`src/hw/rtl/wcg_pkg.sv`:
```
`timescale 1ns / 1ps
// Shared widths, codes, the front-to-back beat type and the cosine table function.
package wcg_pkg;

	localparam int LEN_W     = 13;
	localparam int SHAPE_W   = 3;
	localparam int IDX_W     = 12;
	localparam int COEF_W    = 16;
	localparam int REG_IDX_W = 1;

	localparam int MAX_LENGTH_DEF = 4096;
	localparam int COS_DEPTH_DEF  = 1024;

	localparam int Q_DEPTH = 4;

	// long division: quotient bits, divisor and numerator widths
	localparam int QW    = 17;
	localparam int DV_W  = 2 * LEN_W + 2;
	localparam int NUM_W = DV_W + QW;
	localparam int ROM_W = 17;

	localparam int TRI_SHIFT = 18;
	localparam int TAP_SHIFT = 17;

	localparam logic [REG_IDX_W-1:0] REG_SHAPE  = 1'd0;
	localparam logic [REG_IDX_W-1:0] REG_LENGTH = 1'd1;

	localparam logic [SHAPE_W-1:0] SHAPE_TRI  = 3'd0;
	localparam logic [SHAPE_W-1:0] SHAPE_HAM  = 3'd1;
	localparam logic [SHAPE_W-1:0] SHAPE_HANN = 3'd2;
	localparam logic [SHAPE_W-1:0] SHAPE_QUAD = 3'd3;
	localparam logic [SHAPE_W-1:0] SHAPE_ABS  = 3'd4;

	typedef logic [2:0] op_t;
	localparam op_t OP_ERR  = 3'd0;
	localparam op_t OP_ONE  = 3'd1;
	localparam op_t OP_ZERO = 3'd2;
	localparam op_t OP_TRI  = 3'd3;
	localparam op_t OP_HAM  = 3'd4;
	localparam op_t OP_HANN = 3'd5;
	localparam op_t OP_QUAD = 3'd6;
	localparam op_t OP_ABS  = 3'd7;

	typedef struct packed {
		op_t              op;
		logic [IDX_W-1:0] idx;
		logic [LEN_W-1:0] d;
		logic [LEN_W:0]   big_d;
		logic [LEN_W-1:0] t;
		logic [LEN_W-1:0] x;
	} item_t;

	// hamming: floor((3538944 + 50 - 46c) / 100) via reciprocal
	localparam int HAM_BIAS  = 3538994;
	localparam int HAM_SCALE = 46;
	localparam int HAM_W     = 23;
	localparam logic [23:0] HAM_RECIP = 24'd10737419;
	localparam int HAM_SHIFT = 30;

	localparam logic [63:0] HALF_PI_Q30 = 64'd1686629713;
	localparam logic [63:0] TAYLOR_DIV [10] = '{64'd2, 64'd12, 64'd30, 64'd56, 64'd90,
		64'd132, 64'd182, 64'd240, 64'd306, 64'd380};

	// cos in Q16 from an angle in Q30, the constant and ten truncated Taylor terms
	function automatic logic [ROM_W-1:0] cos_entry(input logic [63:0] x);
		logic [63:0]        x2;
		logic [63:0]        term;
		logic [63:0]        r;
		logic signed [63:0] acc;
		x2 = (x * x) >> 30;
		term = 64'd1 << 30;
		acc = signed'(term);
		for (int n = 1; n <= 10; n++) begin
			term = ((term * x2) >> 30) / TAYLOR_DIV[n-1];
			if ((n & 1) != 0) begin
				acc = acc - signed'(term);
			end else begin
				acc = acc + signed'(term);
			end
		end
		if (acc < 0) begin
			acc = 64'sd0;
		end
		r = (unsigned'(acc) + 64'd8192) >> 14;
		if (r > 64'd65536) begin
			r = 64'd65536;
		end
		return r[ROM_W-1:0];
	endfunction

endpackage

```
`src/hw/rtl/wcg_queue.sv`:
```
`timescale 1ns / 1ps
// Short queue between front and back ends.
module wcg_queue (
	input  logic           clk,
	input  logic           arst_n,
	input  logic           push,
	input  wcg_pkg::item_t din,
	output logic           full,
	input  logic           pop,
	output wcg_pkg::item_t dout,
	output logic           empty
);
	import wcg_pkg::*;

	localparam int PW = $clog2(Q_DEPTH);
	localparam int CW = $clog2(Q_DEPTH + 1);

	item_t          mem_q [Q_DEPTH];
	logic [PW-1:0]  wr_ptr_q;
	logic [PW-1:0]  rd_ptr_q;
	logic [CW-1:0]  cnt_q;

	assign full  = (cnt_q == CW'(Q_DEPTH));
	assign empty = (cnt_q == '0);
	assign dout  = mem_q[rd_ptr_q];

	always_ff @(posedge clk or negedge arst_n) begin
		if (!arst_n) begin
			wr_ptr_q <= '0;
			rd_ptr_q <= '0;
			cnt_q    <= '0;
		end else begin
			if (push) begin
				wr_ptr_q <= wr_ptr_q + 1'b1;
			end
			if (pop) begin
				rd_ptr_q <= rd_ptr_q + 1'b1;
			end
			if (push && !pop) begin
				cnt_q <= cnt_q + 1'b1;
			end else if (pop && !push) begin
				cnt_q <= cnt_q - 1'b1;
			end
		end
	end

	always_ff @(posedge clk) begin
		if (push) begin
			mem_q[wr_ptr_q] <= din;
		end
	end

endmodule

```
`config.mk`:
```
export PLATFORM = sky130hd
export DESIGN_NAME = wcg_queue
export DESIGN_NICKNAME = d
export VERILOG_FILES = /design/src/hw/rtl/wcg_pkg.sv /design/src/hw/rtl/wcg_queue.sv
export SDC_FILE = /design/constraint.sdc
export NUM_CORES = 1
export LEC_CHECK = 0
export BUFFER_PORTS_ARGS = -buffer_cell sky130_fd_sc_hd__buf_4
export CORE_ASPECT_RATIO = 0.8
export CORE_MARGIN = 4
export CORE_UTILIZATION = 51
export CTS_CLUSTER_SIZE = 24
export DETAILED_ROUTE_END_ITERATION = 8
export HOLD_SLACK_MARGIN = 0.05
export PLACE_DENSITY = 0.79
export SETUP_SLACK_MARGIN = 0.15
export SYNTH_ARGS = -nofsm -noshare
export SYNTH_HDL_FRONTEND = slang
export SYNTH_SLANG_ARGS = --single-unit
```
`constraint.sdc`:
```
create_clock -name clk -period 2.7 [get_ports clk]
set_clock_uncertainty 0.2 [all_clocks]
set_input_delay 0.405 -clock clk [delete_from_list [all_inputs] [get_ports clk]]
set_output_delay 0.405 -clock clk [all_outputs]
set_load 0.005 [all_outputs]
```
==> reports/qor.yml <==
finalPower_mw: 15.7
power_density_mw_per_mm2: 1120
rows: 46
seq_power_share: 0.378
clock.fmax_mhz: 381
drc_errors: 0
yosys-top-cells-count: "edfxtp_1, mux4_2, buf_12, buf_2, dfrtp_1"
dr.first_iter.drc_count: 327
setup_viol: 0
finalSetupTns_ns: 0
ys.flop_type: "edfxtp_1"
yosys_warnings: 0
yosys.area.top_type: "edfxtp_1"
chipHeight_microns: 135
ys_ff_latch: 279
rsz0062_at_grt: "true"
irDropWorstVdd_v: 0.000713
post_drt_wl_per_cell_microns: 23.5
tightestPinTransition_ns: 0.467
drive_above_1_share: 0.435
wl_microns: 21900
grt_overflow: 0
clock-sinks: 279
end_kind: "primary output"
grt_pass1_wl_microns: 32800
maxCapViolations: 0
critPathRequiredTime_ns: 2.10
cp.arrival_ns: 2.02
relSlewSlack: 0.689
cts_tree: "yes"
netlist.area_leader.share: 0.794
pwr-share-clk: 0.301
grt_pass1_vias: 5492
r2r-start: "wr_ptr_q[0]"
net-switching-power_mw: 3.97
final_core_util: 0.708
h-tree-depth: 1
clock_tree.root_cell: "clkbuf_16"
hold_class: "flip-flop to flip-flop"
cpMaxStageDelayCell: "mux4_2"
synthTopCellsByArea: "edfxtp_1, mux4_2, dfrtp_1"
dieArea_sq_mm: 0.0225
grt_max_degree: 41
yosys.cell_count.top_type: "edfxtp_1"
async_flop_share: 0.0251
cp_max_fo: 7
crit_chain: "buf_12 -> clkbuf_16 -> mux4_2 -> buf_6"
seq_area_frac_synth: 0.811
via_per_inst: 5.37
fin_crit_sh: 0.971
leakagePower_nw: 4.95
endpoint: "dout[5]"
antenna_found_initial: 1
syn_nets: 468
syn_area_sq_mm: 0.0103
multi_input_area_sq_mm: 0.00174
vias: 5004
critPathLaunch: "rd_ptr_q[0]"
area.sequential_sq_mm: 0.00835
ys_types: 19
combPwrFrac: 0.321
die_x_microns: 167
hold_viol_final: 0
design_area_sq_mm: 0.0140
gp_congestion: 0.710
synthCells: 390
syn_area_per_cell_sq_um: 26.4
final_nets: 723
min_period_ns: 2.62
portBuffers: 141
insertion_delay_ns: 0.53
synth_edf_count: 272
grt_use_total: 0.192
switching_share: 0.253
crit_type: "flip-flop to primary output"
pre_cts_ws_ns: 0.494
clk_path_buf_depth: 3
ff2ff_setup_slack_ns: 0.72
area_growth_pct: 36.3
fill_cells: 1159
core_area_sq_mm: 0.0198
slowest_delay_ns: 0.55
placed_area_sq_mm: 0.0117
slew_viol_final: 0
postRouteAntennaNets: 0
cts_buffers: 28
io_pins: 142
clkTransAtPathRegs_ns: 0.06
p_int_mw: 11.7
initial_core_util: 0.519
dpl.hpwl_microns: 11700
crit_path_start_kind: "flip-flop"
r2r_end: "mem_q[2][66]"
outcome: "completed"
setup_ws_ns: 0.0786
dr.pass1.iters: 6
rr_worst_depth: 4
-- through the flow --
| stage | instances | hold WS, ns |
|---|---|---|
| final | 931 | 0.317 |
| after global routing | 931 | 0.346 |
| after CTS | 928 | 0.313 |
| after detailed placement | 792 | 0.0247 |
| after global placement | 792 | 0.0204 |
| after floorplan | 390 | -0.0906 |
-- routing by layer --
layer	GRT usage	vias up	part of all wire
met5	0	-	0
li1	-	2190	-
met2	0.336	156	0.52
met3	0.0433	31	0.058
met1	0.254	2627	0.40
met4	0.0391	0	0.018
-- layout make-up --
type,instances,share of cell area
diodes,1,0.000179
clock buffers,33,0.0513
clock inverters,18,0.0309
inverters,4,0.00107
multi-input cells,91,0.124
flip-flops and latches,279,0.596
well taps,264,0.0236
repair buffers,241,0.173
-- power groups by stage --
| stage | sequential [mW] | clock [mW] | combinational (mW) |
|---|---|---|---|
| floorplan | 5.89 | 0 | 2.40 |
| global placement | 6.07 | 0 | 3.85 |
| detailed placement | 6.13 | 0 | 3.92 |
| CTS | 5.94 | 4.80 | 4.78 |
| global route | 6.00 | 5.01 | 5.36 |
| finish | 5.94 | 4.73 | 5.04 |
-- worst min path at each step --
stage	from	cells past startpoint	slack, ns	end
after floorplan	arst_n	0	-0.09	cnt_q[0]
after global placement	arst_n	1	0.02	cnt_q[1]
after detailed placement	arst_n	1	0.02	cnt_q[0]
after CTS	cnt_q[2]	1	0.31	cnt_q[2]
after global routing	cnt_q[2]	1	0.35	cnt_q[2]
final	cnt_q[2]	1	0.32	cnt_q[2]
-- worst max-delay path, delay by kind of cell (launching register included) --
kind / cells / cell delay, ns
flip-flops: 1 / 0.45
multiplexers: 1 / 0.55
buffers and inverters: 3 / 0.49
-- placed cells by master, fill, tap and decap left out --
cell type	instances
edfxtp_1	272
buf_4	110
dlygate4sd3_1	72
mux4_2	68
buf_6	41
clkbuf_16	30
bufinv_16	13
buf_12	8
buf_16	7
ha_1	5
clkbuf_1	5
dfrtp_1	5
inv_1	4
and2_4	4
xor2_1	4
xnor2_1	2
nand2_1	2
clkinv_2	2
dfrtp_4	2
diode_2	1
nor3_1	1
nor3b_1	1
mux2_2	1
o21ai_0	1
nor2_1	1
fa_1	1
clkinv_8	1
clkinvlp_4	1
clkinv_4	1
buf_8	1
-- what timing repair did --
action | CTS | global route
endpoints found under the hold margin | 283 | 0
hold buffers | 72 | 0
setup buffers | 9 | 0
gates cloned | 4 | 2
resized for setup | 21 | 28
endpoints found under the setup margin | 64 | 65
-- state kept, by name, summed over array words and instances (netlist names) --
name,flops
mem_q,272
wr_ptr_q,2
cnt_q,3
rd_ptr_q,2
-- kinds of logic after synthesis --
| family | Yosys count | share of synthesized area |
|---|---|---|
| buffers and inverters | 20 | 0.0203 |
| and+or+nand+nor | 9 | 0.00474 |
| muxes | 69 | 0.150 |
| AOI/OAI and AO/OA | 1 | 0.000486 |
| adders and majority gates | 6 | 0.00803 |
| DFF | 279 | 0.811 |
| xor gates and xnor gates | 6 | 0.00511 |
Note: power is estimated with default switching activity, not from simulation.
