===== src/hw/rtl/wcg_pkg.sv =====
`timescale 1ns / 1ps
// Shared widths, codes, the front-to-back beat type and the cosine table function.
package wcg_pkg;

	localparam int LEN_W     = 13;
	localparam int SHAPE_W   = 3;
	localparam int IDX_W     = 12;
	localparam int COEF_W    = 16;
	localparam int REG_IDX_W = 1;

	localparam int MAX_LENGTH_DEF = 4096;
	localparam int COS_DEPTH_DEF  = 1024;

	localparam int Q_DEPTH = 4;

	// long division: quotient bits, divisor and numerator widths
	localparam int QW    = 17;
	localparam int DV_W  = 2 * LEN_W + 2;
	localparam int NUM_W = DV_W + QW;
	localparam int ROM_W = 17;

	localparam int TRI_SHIFT = 18;
	localparam int TAP_SHIFT = 17;

	localparam logic [REG_IDX_W-1:0] REG_SHAPE  = 1'd0;
	localparam logic [REG_IDX_W-1:0] REG_LENGTH = 1'd1;

	localparam logic [SHAPE_W-1:0] SHAPE_TRI  = 3'd0;
	localparam logic [SHAPE_W-1:0] SHAPE_HAM  = 3'd1;
	localparam logic [SHAPE_W-1:0] SHAPE_HANN = 3'd2;
	localparam logic [SHAPE_W-1:0] SHAPE_QUAD = 3'd3;
	localparam logic [SHAPE_W-1:0] SHAPE_ABS  = 3'd4;

	typedef logic [2:0] op_t;
	localparam op_t OP_ERR  = 3'd0;
	localparam op_t OP_ONE  = 3'd1;
	localparam op_t OP_ZERO = 3'd2;
	localparam op_t OP_TRI  = 3'd3;
	localparam op_t OP_HAM  = 3'd4;
	localparam op_t OP_HANN = 3'd5;
	localparam op_t OP_QUAD = 3'd6;
	localparam op_t OP_ABS  = 3'd7;

	typedef struct packed {
		op_t              op;
		logic [IDX_W-1:0] idx;
		logic [LEN_W-1:0] d;
		logic [LEN_W:0]   big_d;
		logic [LEN_W-1:0] t;
		logic [LEN_W-1:0] x;
	} item_t;

	// hamming: floor((3538944 + 50 - 46c) / 100) via reciprocal
	localparam int HAM_BIAS  = 3538994;
	localparam int HAM_SCALE = 46;
	localparam int HAM_W     = 23;
	localparam logic [23:0] HAM_RECIP = 24'd10737419;
	localparam int HAM_SHIFT = 30;

	localparam logic [63:0] HALF_PI_Q30 = 64'd1686629713;
	localparam logic [63:0] TAYLOR_DIV [10] = '{64'd2, 64'd12, 64'd30, 64'd56, 64'd90,
		64'd132, 64'd182, 64'd240, 64'd306, 64'd380};

	// cos in Q16 from an angle in Q30, the constant and ten truncated Taylor terms
	function automatic logic [ROM_W-1:0] cos_entry(input logic [63:0] x);
		logic [63:0]        x2;
		logic [63:0]        term;
		logic [63:0]        r;
		logic signed [63:0] acc;
		x2 = (x * x) >> 30;
		term = 64'd1 << 30;
		acc = signed'(term);
		for (int n = 1; n <= 10; n++) begin
			term = ((term * x2) >> 30) / TAYLOR_DIV[n-1];
			if ((n & 1) != 0) begin
				acc = acc - signed'(term);
			end else begin
				acc = acc + signed'(term);
			end
		end
		if (acc < 0) begin
			acc = 64'sd0;
		end
		r = (unsigned'(acc) + 64'd8192) >> 14;
		if (r > 64'd65536) begin
			r = 64'd65536;
		end
		return r[ROM_W-1:0];
	endfunction

endpackage


===== src/hw/rtl/wcg_front.sv =====
`timescale 1ns / 1ps
// Front end: takes index beats, classifies them and forms the shared terms.
module wcg_front #(
	parameter int MAX_LENGTH = 4096
) (
	input  logic                          clk,
	input  logic                          arst_n,
	input  logic                          push,
	output logic                          full,
	input  logic [wcg_pkg::IDX_W-1:0]     sample_index,
	input  logic [wcg_pkg::SHAPE_W-1:0]   shape,
	input  logic [wcg_pkg::LEN_W-1:0]     length,
	input  logic                          init_done,
	input  logic                          q_full,
	output logic                          q_push,
	output wcg_pkg::item_t                q_item
);
	import wcg_pkg::*;

	logic             accept;
	logic             adv;
	logic [LEN_W-1:0] n;
	logic [LEN_W-1:0] i_ext;
	logic [LEN_W-1:0] two_i;
	item_t            item_d;
	item_t            item_s1;
	logic             v_s1;

	always_comb begin
		n = (32'(length) > MAX_LENGTH) ? LEN_W'(MAX_LENGTH) : length;
		i_ext = LEN_W'(sample_index);
		two_i = {sample_index, 1'b0};
		item_d.idx = sample_index;
		item_d.d = n - 1'b1;
		item_d.big_d = {1'b0, n} + 1'b1;
		item_d.t = (two_i > item_d.d) ? two_i - item_d.d : item_d.d - two_i;
		item_d.x = (i_ext <= (item_d.d >> 1)) ? i_ext : item_d.d - i_ext;
		if (i_ext >= n) begin
			item_d.op = OP_ERR;
		end else if (n == LEN_W'(1)) begin
			item_d.op = (shape <= SHAPE_ABS) ? OP_ONE : OP_ZERO;
		end else begin
			unique case (shape)
				SHAPE_TRI:  item_d.op = OP_TRI;
				SHAPE_HAM:  item_d.op = OP_HAM;
				SHAPE_HANN: item_d.op = OP_HANN;
				SHAPE_QUAD: item_d.op = OP_QUAD;
				SHAPE_ABS:  item_d.op = OP_ABS;
				default:    item_d.op = OP_ZERO;
			endcase
		end
	end

	assign adv    = !v_s1 || !q_full;
	assign full   = !init_done || (v_s1 && q_full);
	assign accept = push && !full;
	assign q_push = v_s1 && !q_full;
	assign q_item = item_s1;

	always_ff @(posedge clk or negedge arst_n) begin
		if (!arst_n) begin
			v_s1 <= 1'b0;
		end else if (adv) begin
			v_s1 <= accept;
		end
	end

	always_ff @(posedge clk) begin
		if (accept) begin
			item_s1 <= item_d;
		end
	end

endmodule


===== config.mk =====
export PLATFORM = sky130hd
export DESIGN_NAME = wcg_front
export DESIGN_NICKNAME = d
export VERILOG_FILES = /design/src/hw/rtl/wcg_pkg.sv /design/src/hw/rtl/wcg_front.sv
export SDC_FILE = /design/constraint.sdc
export NUM_CORES = 1
export LEC_CHECK = 0
export BUFFER_PORTS_ARGS = -buffer_cell sky130_fd_sc_hd__buf_2
export CORE_ASPECT_RATIO = 1.25
export CORE_UTILIZATION = 30
export DETAILED_ROUTE_END_ITERATION = 10
export PLACE_DENSITY = 0.46
export RECOVER_POWER = 25
export SLEW_MARGIN = 0
export SYNTH_ARGS = -nofsm -noshare
export SYNTH_HDL_FRONTEND = slang
export SYNTH_SLANG_ARGS = --single-unit

===== constraint.sdc =====
create_clock -name clk -period 5.3 [get_ports clk]
set_input_delay 1.06 -clock clk [delete_from_list [all_inputs] [get_ports clk]]
set_output_delay 1.06 -clock clk [all_outputs]
set_load 0.005 [all_outputs]

==> results.sh <==
export IMPL_antennaDiodeCount=0
export IMPL_grt_pass1_wl_mm=20.6
export IMPL_row_count=51
export IMPL_path_clk_slew_ns=0.06
export IMPL_hold_buffers=0
export IMPL_cts_made_buffers=9
export IMPL_antenna_found_initial=0
export IMPL_hold_viol_final=0
export IMPL_slew_violations=35
export IMPL_setup_viol_count_final=0
export IMPL_timing_fmax_ghz=0.211
export IMPL_arrival_ns=4.92
export IMPL_die_h_um=144
export IMPL_yosysSeqAreaShare_pct=42.3
export IMPL_switching_share_pct=27.6
export IMPL_clk_latency_ns=0.34
export IMPL_required_ns=5.47
export IMPL_setup_slack_ns=0.555
export IMPL_worstSetupPathType="input pin to flip-flop"
export IMPL_seq_power_share_pct=35.3
export IMPL_cts_setup_buffers=0
export IMPL_peakVddDrop_mv=0.129
export IMPL_port_buffer_count=102
export IMPL_synth_top_cells_by_count="67 x edfxtp_1, 48 x ha_1, 34 x a21oi_1, 34 x inv_1, 30 x nand2_1"
export IMPL_design_area_mm2=0.00589
export IMPL_wire_per_inst_um=16.9
export IMPL_cts_resized_gates=0
export IMPL_gp_congestion=0.881
export IMPL_slowest_delay_ns=0.40
export IMPL_comb_power_share_pct=25.1
export IMPL_worstSetupEndpointType="flip-flop"
export IMPL_fillCellCount=1596
export IMPL_power_density_mw_per_mm2=318
export IMPL_synthFlopType="edfxtp_1"
export IMPL_syn_avg_cell_area_um2=10.4
export IMPL_dieArea_mm2=0.0166
export IMPL_yosys_cell_types_count=55
export IMPL_syn_inst=462
export IMPL_post_dp_hpwl_mm=10.4
export IMPL_areaGrowthSynthToFinish_pct=22.3
export IMPL_critPathLaunchType="input pin"
export IMPL_worst_slew_pin_slew_ns=1.58
export IMPL_vias_per_cell=4.88
export IMPL_post_route_min_period_ns=4.75
export IMPL_synth_area_mm2=0.00482
export IMPL_p_int_mw=1.36
export IMPL_ant_nets=0
export IMPL_drtIter0Drc=166
export IMPL_min_period_over_period_pct=89.5
export IMPL_crit_fanout=14
export IMPL_htree_levels=3
export IMPL_clock_sinks=68
export IMPL_drc=0
export IMPL_grt_max_degree=36
export IMPL_hold_class="input pin to async pin"
export IMPL_p_leak_nw=2.50
export IMPL_dieWidth_um=115
export IMPL_yosysMostFrequentCell="edfxtp_1"
export IMPL_nets=652
export IMPL_relSlewSlack_pct=-5.03
export IMPL_cts_tree="done"
export IMPL_crit_chain="buf_2, inv_1, nand2_1, ha_1, and2_1, o21ai_0, xor2_1, inv_1, ha_1, a21oi_1, nor2b_1, a41o_1, a31oi_1, a31oi_4, a21o_1, nand2_1, buf_4, mux2i_1"
export IMPL_cpMaxStageDelayCell="xor2_1"
export IMPL_gr_total_overflow=0
export IMPL_status="finished, violations left"
export IMPL_rsz0062_at_grt="false"
export IMPL_yosysTopAreaCell="edfxtp_1"
export IMPL_cts_root_buffer="clkbuf_16"
export IMPL_grt_pass1_vias=3821
export IMPL_violations="capacitance limit, slew limit"
export IMPL_p_switching_uw=517
export IMPL_layout_drive_gt1_share_pct=18.5
export IMPL_dr_pass1_iters=4
export IMPL_ys_warn_count=0
export IMPL_synth_edf_count=67
export IMPL_dpl_cell_area_mm2=0.00557
export IMPL_synth_nets=545
export IMPL_cap_violations=1
export IMPL_grt_use_total_pct=16.7
export IMPL_p_clk_share_pct=39.5
export IMPL_final_util_pct=37.7
export IMPL_synth_area_leaders="edfxtp_1 42%, ha_1 12%, mux2i_1 4.6%, a21oi_1 3.5%, xnor2_1 3.5%"
export IMPL_wl_mm=13.3
export IMPL_core_area_mm2=0.0156
export IMPL_vias=3832
export IMPL_clock_path_buffers=2
export IMPL_floorplan_initialDensity_pct=30.8
export IMPL_clock_skew_ns=0.00520
export IMPL_async_reset_ff_share_pct=1.47
export IMPL_synth_top_area_share_pct=41.8
export IMPL_io_pins=103
export IMPL_post_place_ws_ns=0.153
export IMPL_ys_seq_elements=68
export IMPL_tns_ns=0
==> layer usage <==
metal  share of wire (%)  track usage (%)  wire (um)  vias up
met4                 3.2             8.34        425        0
li1                    -                -          -     1897
met1                  42             19.4       5630     1808
met5                   0                0          0        -
met2                  51             29.3       6780      100
met3                 3.2             3.04        430       27
==> power by group through the flow <==
| stage | registers [mW] | logic (mW) | clock network, mW |
|---|---|---|---|
| after floorplan | 0.677 | 0.327 | 0 |
| after global placement | 0.672 | 0.474 | 0 |
| after detailed placement | 0.672 | 0.476 | 0 |
| after CTS | 0.662 | 0.481 | 0.755 |
| after global routing | 0.664 | 0.527 | 0.775 |
| final | 0.661 | 0.471 | 0.741 |
==> critical path, delay by kind of cell <==
kind | cells | cell delay (ns)
AND/OR/NAND/NOR | 4 | 0.73
AO/OA/AOI/OAI | 6 | 1.32
XOR/XNOR | 1 | 0.40
buffers and inverters | 4 | 0.63
multiplexers | 1 | 0.24
adder cells (fa/ha/maj) | 2 | 0.50
==> registers in the layout, indices dropped and copies added, names as in the netlist <==
signal	count
v_s1	1
q_item	67
==> final timing paths <==
check | start | depth (start not counted) | to | slack [ns]
max | length[12] | 18 | q_item[11] | 0.55
min | arst_n | 1 | v_s1 | 0.48
max reg2reg | v_s1 | 3 | q_item[4] | 2.63
min reg2reg | v_s1 | 1 | v_s1 | 0.52
max in group asynchronous | arst_n | 1 | v_s1 | 4.73
min in group clk | v_s1 | 1 | v_s1 | 0.52
==> per-stage QoR <==
stage | std cells | power [mW] | hold slack (ns)
finish | 786 | 1.87 | 0.485
floorplan | 462 | 1.00 | 0.468
global placement | 770 | 1.15 | 0.478
CTS | 786 | 1.90 | 0.479
global route | 786 | 1.97 | 0.477
detailed placement | 770 | 1.15 | 0.513
==> cell usage in the layout, fill, tap and decap left out, types with 2 or more instances in the layout <==
cell type / count
o41ai_1: 2
nand3_1: 11
xor2_1: 15
nor2_1: 27
o21ai_0: 13
or2_2: 6
nor2b_1: 8
nand4_1: 5
and2_1: 2
o31a_1: 2
a21boi_0: 2
mux2i_1: 22
bufinv_16: 4
inv_1: 34
edfxtp_1: 67
mux2_1: 3
o21a_1: 3
buf_4: 9
fa_1: 2
o31ai_1: 4
or3_1: 6
clkinv_2: 2
nand2_1: 30
xnor2_1: 19
ha_1: 48
clkbuf_1: 34
nor4_1: 3
and3_1: 9
clkbuf_16: 9
a21oi_1: 34
o22ai_1: 2
nand2b_1: 6
o21bai_1: 3
a31oi_1: 4
a21o_1: 19
a211oi_1: 2
buf_2: 70
nor3_1: 13
==> cell families after synthesis <==
logic type / after synthesis / share of synthesized area, %
fa+ha+maj: 50 / 13.3
buf+inv: 51 / 4.78
flops: 68 / 42.3
other cells: 1 / 0.0778
mux: 25 / 5.27
simple gates: 133 / 14.3
xor+xnor: 34 / 6.18
compound gates: 100 / 13.8
==> cell type report <==
class,count,area [um^2],area share [%]
Inverter,34,128,2.17
Multi-Input combinational cell,343,2550,43.3
Tap cell,212,265,4.50
Clock buffer,9,225,3.82
Timing Repair Buffer,113,546,9.26
Sequential cell,68,2040,34.6
Clock inverter,7,139,2.36
No activity file was read; power rests on OpenSTA's default activity.
